--- src/rtl/core/pcs_pkg.sv ---
// pcs_pkg: shared widths, register indexes, reset values and the queue item type
// for the pressure compensation and smoothing block; depends on nothing
`default_nettype none

package pcs_pkg;

    // register file
    localparam int NUM_REGS  = 6;
    localparam int IDX_W     = 3;
    localparam int CFG_W     = 64;
    localparam int GAIN_W    = 16;

    localparam logic [IDX_W-1:0] REG_PRESSURE_LINE  = 3'd0;
    localparam logic [IDX_W-1:0] REG_TEMP_NUM_LINE  = 3'd1;
    localparam logic [IDX_W-1:0] REG_PRESS_CORR     = 3'd2;
    localparam logic [IDX_W-1:0] REG_TEMP_DEN_LINE  = 3'd3;
    localparam logic [IDX_W-1:0] REG_FAST_GAIN      = 3'd4;
    localparam logic [IDX_W-1:0] REG_SLOW_GAIN      = 3'd5;

    localparam logic [CFG_W-1:0]  PRESSURE_LINE_RST = 64'h0100_0000_0000_0000;
    localparam logic [GAIN_W-1:0] FAST_GAIN_RST     = 16'd3277;
    localparam logic [GAIN_W-1:0] SLOW_GAIN_RST     = 16'd16;

    // linear terms in Q.24
    localparam int A_W = 50;
    localparam int B_W = 42;
    localparam int C_W = 50;
    localparam int D_W = 42;

    // average state width, Q24.24
    localparam int AVG_W = 48;

    // default depth of the front to back queue
    localparam int QUEUE_DEPTH = 2;

    typedef struct packed {
        logic signed [A_W-1:0] a;
        logic signed [B_W-1:0] b;
        logic signed [C_W-1:0] c;
        logic signed [D_W-1:0] d;
    } item_t;

endpackage

`default_nettype wire

--- src/rtl/core/pcs_front.sv ---
// pcs_front: accepts samples and forms the four linear Q.24 terms
// depends on pcs_pkg
`default_nettype none

module pcs_front (
    input  wire logic                 s_valid,
    output logic                      s_ready,
    input  wire logic [15:0]          s_raw_pressure,
    input  wire logic signed [8:0]    s_temperature,
    input  wire logic [63:0]          pressure_line,
    input  wire logic [63:0]          temp_num_line,
    input  wire logic [63:0]          press_corr_line,
    input  wire logic [63:0]          temp_den_line,
    input  wire logic                 q_full,
    output logic                      q_push,
    output pcs_pkg::item_t            q_item
);

    logic signed [16:0] p_s;
    logic signed [48:0] kp_p;
    logic signed [48:0] dkp_p;
    logic signed [40:0] kt_t;
    logic signed [40:0] dkt_t;

    // handshake: take a sample whenever the queue has room
    assign s_ready = !q_full;
    assign q_push  = s_valid && !q_full;

    // slope products
    assign p_s   = {1'b0, s_raw_pressure};
    assign kp_p  = $signed(pressure_line[63:32]) * p_s;
    assign dkp_p = $signed(press_corr_line[63:32]) * p_s;
    assign kt_t  = $signed(temp_num_line[63:32]) * s_temperature;
    assign dkt_t = $signed(temp_den_line[63:32]) * s_temperature;

    // offsets plus slopes
    assign q_item.a = {{18{pressure_line[31]}}, pressure_line[31:0]} + {kp_p[48], kp_p};
    assign q_item.b = {{10{temp_num_line[31]}}, temp_num_line[31:0]} + {kt_t[40], kt_t};
    assign q_item.c = {{18{press_corr_line[31]}}, press_corr_line[31:0]}
                    + {dkp_p[48], dkp_p};
    assign q_item.d = {{10{temp_den_line[31]}}, temp_den_line[31:0]} + {dkt_t[40], dkt_t};

endmodule

`default_nettype wire

--- config.mk ---
export PLATFORM = sky130hd
export DESIGN_NAME = pcs_front
export DESIGN_NICKNAME = d
export VERILOG_FILES = /design/src/rtl/core/pcs_pkg.sv /design/src/rtl/core/pcs_front.sv
export SDC_FILE = /design/constraint.sdc
export NUM_CORES = 2
export LEC_CHECK = 0
export BUFFER_PORTS_ARGS = -buffer_cell sky130_fd_sc_hd__buf_2
export CAP_MARGIN = 20
export CORE_MARGIN = 4
export CORE_UTILIZATION = 40
export DETAILED_ROUTE_END_ITERATION = 6
export GPL_TIMING_DRIVEN = 0
export PLACE_DENSITY = 0.63
export SLEW_MARGIN = 40
export SYNTH_ARGS = -nofsm -noshare
export SYNTH_HDL_FRONTEND = slang
export SYNTH_SLANG_ARGS = --single-unit
export TNS_END_PERCENT = 50
--- constraint.sdc ---
create_clock -name vclk -period 7.25
set_input_delay 0.3625 -clock vclk [all_inputs]
set_output_delay 0.3625 -clock vclk [all_outputs]
set_load 0.005 [all_outputs]
==> flow_metrics.py <==
metrics = {
    "timing": {
        "tightest_slew_ns": 0.833,
        "setup_viol": 3,
        "setup_slack_ns": -0.0191,
        "finalHoldViolCount": 0,
        "timing.fmax_mhz": 138,
        "rsz0062_at_grt": "true",
        "period_share_pct": 100,
        "maxSlewHeadroom_pct": 44.1,
        "whs_ns": 0.951,
        "maxSlewViolCount": 0,
        "min_period_ns": 7.27,
    },
    "routing": {
        "initialDrtViolationCount": 3389,
        "wl_per_cell_microns": 19.9,
        "ant_nets": 0,
        "drt_wl_total_microns": 188000,
        "dr_total_vias": 47537,
        "post_drt_via_cell_ratio": 5.05,
        "drc": 0,
        "drt_first_pass_iters": 5,
    },
    "yosys": {
        "ys_warn_count": 0,
        "syn_area_per_cell_sq_um": 8.68,
        "synth.distinct_cells": 77,
        "ys_seq_area_share_pct": 0,
        "syn_inst": 6937,
        "synth_area_sq_mm": 0.0602,
        "synth_top_area_share_pct": 52.9,
        "synth_nets": 9238,
        "synth_top_cell_by_area": "fa_1",
        "synth_area_leaders": "fa_1, inv_1, ha_1",
    },
    "setup_path": {
        "critical_path.top_delay_family": "adder cells",
        "crit_chain": "clkbuf_2, clkbuf_2, and2_1, ha_1, fa_1, fa_1, fa_2, fa_1, inv_1, fa_1, inv_1, ha_1, nand4_1, nor3_4, o31ai_4, a311o_2, a31oi_4, a2111oi_4, o41ai_2, a21oi_2, xnor2_1, buf_2",
        "worstSetupPathType": "in2out",
        "crit_buf_inv": 5,
        "crit_fanout": 10,
        "end_kind": "primary output",
        "critPathSlowestCell": "fa_1",
        "required_ns": 6.89,
        "critPathLaunchType": "primary input",
        "cp_slowest_stage_delay_ns": 0.59,
        "crit_top_cell": "fa_1",
        "critPathArrivalTime_ns": 6.91,
    },
    "final_layout": {
        "regArea_sq_um": 0,
        "fillerInstances": 14969,
        "seq_cells": 0,
        "drive_gt1_share_pct": 10.7,
        "n_clock_buffer": 0,
        "utilization_pct": 44.7,
        "syn2layout_area_growth_pct": 11.3,
        "fin_nets": 9665,
    },
    "global_route": {
        "antenna_found_initial": 55,
        "grt_pass1_wl_microns": 291000,
        "grt_usage_pct": 24.2,
        "grt_max_degree": 17,
        "grt_pass1_vias": 50916,
        "overflow": 0,
    },
    "job": {
        "maxCapViolCount": 0,
    },
    "clock_tree": {
        "hold_buffers": 0,
    },
    "die": {
        "dieArea_sq_mm": 0.157,
        "ios": 469,
        "dieHeight_microns": 396,
        "core_area_sq_mm": 0.150,
        "rows": 142,
        "initial_core_util_pct": 40.2,
        "die_w_microns": 396,
    },
    "placement": {
        "port_buffers": 396,
        "gp_congestion": 0.956,
        "post-place-ws_ns": -1.46,
        "hpwl_microns": 164000,
    },
    "min_path": {
        "hp-class": "in2out",
    },
    "run_status": {
        "violations": "negative setup slack",
        "run_status": "finished, violations left",
    },
}
==> what timing repair did <==
| item | CTS | global route |
|---|---|---|
| pin swaps | 17 | 47 |
| endpoints found under the setup margin | 94 | 57 |
| buffers inserted | 8 | 31 |
| resized for setup | 373 | 337 |
==> routing by layer <==
layer / global-route usage (%) / wire length [microns] / vias to the layer above / share of wire, %
met4: 8.24 / 7110 / 22 / 3.8
met5: 0 / 160 / - / 0.085
met1: 32.3 / 75000 / 24527 / 40
met2: 39.1 / 87900 / 1807 / 47
met3: 5.12 / 17400 / 353 / 9.3
li1: - / - / 20828 / -
==> synthesized netlist by cell type, types with 25 or more instances <==
cell	count
inv_1	1930
fa_1	1592
nand2_1	982
and2_1	645
ha_1	426
clkbuf_1	287
a21oi_1	162
xnor2_1	131
nor2_1	128
a21o_1	97
o21ai_0	71
xor2_1	51
nand3_1	41
buf_1	40
nand2b_1	35
o21bai_1	27
nor3_1	25
==> kinds of logic after synthesis <==
family,Yosys count,share of synthesized area [%]
AOI/OAI and AO/OA,538,6.03
buffers and inverters,2260,14.1
xor gates and xnor gates,182,2.65
and+or+nand+nor,1939,15.4
adders and majority gates,2018,61.8
==> worst min-delay path, cell delays in order <==
cell and delay, ns:
buf_2 0.09, inv_1 0.03, buf_2 0.11
==> cell usage in the layout, fill, tap and decap left out, types with 40 or more instances in the layout <==
| cell | synthesis | routed |
|---|---|---|
| inv_1 | 1930 | 1921 |
| fa_1 | 1592 | 1586 |
| nand2_1 | 982 | 978 |
| and2_1 | 645 | 640 |
| ha_1 | 426 | 412 |
| buf_2 | 1 | 399 |
| a21oi_1 | 162 | 146 |
| xnor2_1 | 131 | 128 |
| nor2_1 | 128 | 126 |
| a21o_1 | 97 | 97 |
| clkbuf_1 | 287 | 71 |
| o21ai_0 | 71 | 63 |
| buf_4 | 0 | 61 |
| clkbuf_2 | 0 | 56 |
| clkbuf_4 | 0 | 49 |
| xor2_1 | 51 | 49 |
| diode_2 | 0 | 42 |
| nand3_1 | 41 | 40 |
==> layout make-up <==
| cell class | count | area, sq um | share of cell area (%) |
|---|---|---|---|
| inverters | 1931 | 7260 | 10.8 |
| multi-input cells | 4677 | 52400 | 78.2 |
| diodes | 42 | 105 | 0.157 |
| repair buffers | 436 | 2340 | 3.49 |
| plain buffers | 318 | 2420 | 3.61 |
| well taps | 2016 | 2520 | 3.76 |
==> stage by stage <==
step,area [sq um],TNS [ns],std cells
5_1_grt,67000,-1.80,9402
3_5_place_dp,64800,-59.20,9350
3_3_place_gp,64700,-65.95,9349
4_1_cts,66000,-0.0154,9353
6_report,67000,-0.0412,9420
2_1_floorplan,60200,0,6937
==> final timing paths <==
kind | startpoint | end | slack (ns) | cells past startpoint
setup / recovery | s_raw_pressure[14] | q_item[91] | -0.02 | 22
hold / removal | q_full | s_ready | 0.95 | 3
Power is left out: the tool's default activity adds up to more than one toggle a clock period on the data nets, which glitch-free logic cannot reach.
