<file path="src/rtl/core/pcs_pkg.sv">
// pcs_pkg: shared widths, register indexes, reset values and the queue item type
// for the pressure compensation and smoothing block; depends on nothing
`default_nettype none

package pcs_pkg;

    // register file
    localparam int NUM_REGS  = 6;
    localparam int IDX_W     = 3;
    localparam int CFG_W     = 64;
    localparam int GAIN_W    = 16;

    localparam logic [IDX_W-1:0] REG_PRESSURE_LINE  = 3'd0;
    localparam logic [IDX_W-1:0] REG_TEMP_NUM_LINE  = 3'd1;
    localparam logic [IDX_W-1:0] REG_PRESS_CORR     = 3'd2;
    localparam logic [IDX_W-1:0] REG_TEMP_DEN_LINE  = 3'd3;
    localparam logic [IDX_W-1:0] REG_FAST_GAIN      = 3'd4;
    localparam logic [IDX_W-1:0] REG_SLOW_GAIN      = 3'd5;

    localparam logic [CFG_W-1:0]  PRESSURE_LINE_RST = 64'h0100_0000_0000_0000;
    localparam logic [GAIN_W-1:0] FAST_GAIN_RST     = 16'd3277;
    localparam logic [GAIN_W-1:0] SLOW_GAIN_RST     = 16'd16;

    // linear terms in Q.24
    localparam int A_W = 50;
    localparam int B_W = 42;
    localparam int C_W = 50;
    localparam int D_W = 42;

    // average state width, Q24.24
    localparam int AVG_W = 48;

    // default depth of the front to back queue
    localparam int QUEUE_DEPTH = 2;

    typedef struct packed {
        logic signed [A_W-1:0] a;
        logic signed [B_W-1:0] b;
        logic signed [C_W-1:0] c;
        logic signed [D_W-1:0] d;
    } item_t;

endpackage

`default_nettype wire

</file>
<file path="src/rtl/core/pcs_queue.sv">
// pcs_queue: small fifo of linear terms between front and back
// depends on pcs_pkg
`default_nettype none

module pcs_queue #(
    parameter int DEPTH = pcs_pkg::QUEUE_DEPTH
) (
    input  wire logic           aclk,
    input  wire logic           aresetn,
    input  wire logic           push,
    input  wire pcs_pkg::item_t push_item,
    output logic                full,
    input  wire logic           pop,
    output logic                not_empty,
    output pcs_pkg::item_t      pop_item
);

    localparam int PTR_W = (DEPTH > 1) ? $clog2(DEPTH) : 1;
    localparam int CNT_W = $clog2(DEPTH + 1);
    localparam logic [PTR_W-1:0] LAST = PTR_W'(DEPTH - 1);

    pcs_pkg::item_t        mem [DEPTH];
    logic [PTR_W-1:0]      wr_ptr_reg;
    logic [PTR_W-1:0]      rd_ptr_reg;
    logic [CNT_W-1:0]      count_reg;

    assign full      = (count_reg == CNT_W'(DEPTH));
    assign not_empty = (count_reg != '0);
    assign pop_item  = mem[rd_ptr_reg];

    // storage
    always_ff @(posedge aclk) begin
        if (push) begin
            mem[wr_ptr_reg] <= push_item;
        end
    end

    // pointers and fill count
    always_ff @(posedge aclk) begin
        if (!aresetn) begin
            wr_ptr_reg <= '0;
            rd_ptr_reg <= '0;
            count_reg  <= '0;
        end else begin
            if (push) begin
                wr_ptr_reg <= (wr_ptr_reg == LAST) ? '0 : wr_ptr_reg + 1'b1;
            end
            if (pop) begin
                rd_ptr_reg <= (rd_ptr_reg == LAST) ? '0 : rd_ptr_reg + 1'b1;
            end
            if (push && !pop) begin
                count_reg <= count_reg + 1'b1;
            end else if (pop && !push) begin
                count_reg <= count_reg - 1'b1;
            end
        end
    end

endmodule

`default_nettype wire

</file>
<file path="config.mk">
export PLATFORM = sky130hd
export DESIGN_NAME = pcs_queue
export DESIGN_NICKNAME = d
export VERILOG_FILES = /design/src/rtl/core/pcs_pkg.sv /design/src/rtl/core/pcs_queue.sv
export SDC_FILE = /design/constraint.sdc
export NUM_CORES = 1
export LEC_CHECK = 0
export BUFFER_PORTS_ARGS = -buffer_cell sky130_fd_sc_hd__buf_2
export CORE_ASPECT_RATIO = 1.5
export CORE_UTILIZATION = 35
export CTS_BUF_LIST = sky130_fd_sc_hd__clkbuf_8
export CTS_CLUSTER_SIZE = 10
export DETAILED_ROUTE_END_ITERATION = 8
export PLACE_DENSITY = 0.6
export SLEW_MARGIN = 20
export SYNTH_ARGS = -nofsm -noshare
export SYNTH_HDL_FRONTEND = slang
export SYNTH_SLANG_ARGS = --single-unit
</file>
<file path="constraint.sdc">
create_clock -name aclk -period 11.9 [get_ports aclk]
set_input_delay 2.38 -clock aclk [delete_from_list [all_inputs] [get_ports aclk]]
set_output_delay 2.38 -clock aclk [all_outputs]
set_load 0.005 [all_outputs]
</file>
==> results.md <==
- Run status: complete, no violations
- DR DRC count: 0
- CP required: 9520 ps
- Clock-pin slew on the worst setup and hold paths: 60 ps
- Critical Path Sink Type: output pin
- Synthesized area per cell: 22.81 µm²
- Number of DRC markers in iteration 0: 339
- Nets@finish: 1200
- Max Fanout on Critical Path: between 60 and 70
- CTS Root Buffer Type: clkbuf_8
- Placement row count: 87
- Slew @ Worst Pin: 974.1 ps
- HP Class: reg -> reg
- GRT Resource Usage Total: 14.55%
- P&R area growth vs syn: 24.71%
- CP top delay family: buffers and inverters
- Clk buf depth: 3
- Layout cell share with drive strength beyond 1: 59.72%
- WHS: about 540 ps
- Fin. Hold Viols: 0
- Seq cells post-synth: 373
- Final setup vio count: 0
- Hold bufs inserted after CTS: 0
- Fmax: 189.5 MHz
- Worst Skew: between 10 and 15 ps
- Largest register FFs: about 370
- Max cap viols: 0
- Critical path type: reg -> out
- Crit path depth: 3
- Crit path arrival time: 2900 ps
- Slowest Stage Delay on Critical Path: 840 ps
- NetSw: 603.6 µW
- Syn Std Cell Area: 13550 µm²
- P_int: 2.117 mW
- Synth Instances: 594
- I/O Buffers: 373
- Synth warn: 0
- Post-CTS sizing: 0
- Crit Reg-Reg Startpoint: wr_ptr_reg$_SDFFE_PN0P_
- Logic gate share of total power: 9.4%
- Total power draw: 2.721 mW
- Initial antenna violation count: 11
- Wirelength, routed: 29030 µm
- TritonRoute pass-1 iters: 4
- Die H: between 200 and 250 µm
- First-pass GRT wire length: 42990 µm
- Core region area: 37880 µm²
- CP startpoint kind: flop
- Cells on worst reg2reg path: 3
- Grt ovf: 0
- Register area share after synthesis: 82.31%
- Slowest library cell on the worst path: dfxtp_4
- Hpwl dp: 19560 µm
- DIE WIDTH: 162.6 µm
- Synthesized net count: ~780
- CTS tree: yes
- Tcrit/Tclk final: between 40% and 50%
- Via/cell ratio: between 4 and 5
- Die outline area: ~40000 µm²
- Clock network power share: approximately a third
- PD cells: about 160 nW/µm²
- Sequential power share: 56.8%
- Worst-Skew Late Latency: 580 ps
- Slew Viols, Final: 0
- Crit-path cells: buf_4 -> mux2_2 -> buf_2
- Initial Util: 35.76%
- Max-slew headroom: a little over a third
- Routed Antenna Nets: 0
- Reg2Reg Capture Point: mem[0][28]$_DFFE_PP_
- Ports: 374
- Largest net degree at the start of global routing: 71
- Setup Buffers After CTS: 0
- Leak Pwr: between 6 and 7 nW
- Setup TNS: 0 ps
- TritonCTS Buffers: 55
- Distinct cells, synth: 18
- DR vias: 7022
- Via count of the first global-routing pass: approximately 7700
- R2R Setup Slk: 9510 ps
- CTS sink count: 373
- RSZ-0062 raised after global routing: false
- Clock period minus worst slack: 5278 ps
- Sw frac: between 20 and 25%
- Gpl congestion: 0.7471
- H-tree depth: 2
- Worst setup path end: pop_item[89]
- Buf/Inv on CP: 2
- Routed wire length per instance: approximately 19 µm
- Max VDD drop: 0.09378 mV
==> cells by family (layout without fill, tap and decap cells) <==
logic type      count (synthesis)  count (layout)  share of synthesized area, %
fa+ha+maj                       1               1                       0.09234
simple gates                    9               9                        0.4249
compound gates                  3               3                        0.1478
other cells                     0              10                             0
flops                         373             373                         82.31
xor+xnor                        3               3                        0.1940
buf+inv                        21             482                         1.542
mux                           184             184                         15.29
==> cells in the mapped netlist <==
cell,number,area share [%]
edfxtp_1,368,82
mux2_2,184,15
buf_6,16,1.3
dfxtp_1,5,0.74
and2_1,4,0.18
buf_2,2,0.074
buf_4,2,0.11
nor2b_1,2,0.092
xor2_1,2,0.13
a21boi_0,1,0.055
and2b_1,1,0.055
ha_1,1,0.092
inv_1,1,0.028
o21a_1,1,0.055
o21ai_0,1,0.037
or2_2,1,0.046
or3_1,1,0.046
xnor2_1,1,0.065
==> stage by stage <==
stage	util, %	worst slack [ps]	std cells	instance area [µm²]
finish	44.60	6622	1554	16900
floorplan	-	794.0	594	13550
global placement	41.94	7164	1443	15890
global route	44.60	6361	1554	16900
CTS	44.54	6479	1544	16870
detailed placement	41.94	7139	1443	15890
==> tightest hold or removal path, stage by stage, from the launching register on <==
cell and delay (ps):
dfxtp_1 340, o21ai_0 80, a21boi_0 70
==> placed cells by master, fill, tap and decap left out <==
| cell type | instances |
|---|---|
| buf_2 | 373 |
| clkbuf_8 | 57 |
| xor2_1 | 2 |
| ha_1 | 1 |
| clkinvlp_4 | 1 |
| clkinv_2 | 3 |
| edfxtp_1 | 368 |
| inv_1 | 20 |
| nor2b_4 | 1 |
| nor2b_1 | 1 |
| o21ai_0 | 1 |
| and2_1 | 3 |
| bufinv_16 | 1 |
| buf_4 | 7 |
| and2_4 | 1 |
| or2_2 | 1 |
| o21a_1 | 1 |
| a21boi_0 | 1 |
| dfxtp_4 | 1 |
| and2b_1 | 1 |
| diode_2 | 10 |
| mux2_2 | 184 |
| or3_1 | 1 |
| clkinv_1 | 20 |
| dfxtp_1 | 4 |
| xnor2_1 | 1 |
==> worst min-delay path by stage <==
stage,start,endpoint,slack [ps],cells after the start
floorplan,count_reg[1]$_SDFFE_PN0P_,count_reg[1]$_SDFFE_PN0P_,470,2
global placement,count_reg[1]$_SDFFE_PN0P_,count_reg[1]$_SDFFE_PN0P_,510,2
detailed placement,count_reg[1]$_SDFFE_PN0P_,count_reg[1]$_SDFFE_PN0P_,540,2
CTS,count_reg[1]$_SDFFE_PN0P_,count_reg[1]$_SDFFE_PN0P_,550,2
global route,count_reg[1]$_SDFFE_PN0P_,count_reg[1]$_SDFFE_PN0P_,630,2
finish,count_reg[1]$_SDFFE_PN0P_,count_reg[1]$_SDFFE_PN0P_,540,2
==> power by group through the flow <==
stage | Clock (mW) | Combinational (mW) | Sequential, mW
6_report | 0.921 | 0.255 | 1.54
5_1_grt | 1.01 | 0.278 | 1.55
4_1_cts | 0.961 | 0.261 | 1.55
3_5_place_dp | 0 | 0.260 | 1.57
3_3_place_gp | 0 | 0.257 | 1.57
2_1_floorplan | 0 | 0.144 | 1.57
==> metal layers <==
layer  vias to the layer above  track usage [%]  part of all wire (%)
met5                         -                0                 0.045
met4                         2            7.339                   3.5
met3                        64            4.887                   7.9
met2                       285            27.29                    56
met1                      3438            13.73                    32
li1                       3233                -                     -
==> cell type report <==
cell class	count	area [µm²]
repair buffers	380	1919
clock buffers	57	784.5
clock inverters	44	198.9
flip-flops and latches	373	11150
diodes	10	25.02
multi-input cells	200	2198
well taps	489	611.8
inverters	1	3.754
fillers	3411	20990
Power figures use the tool's default switching activity.
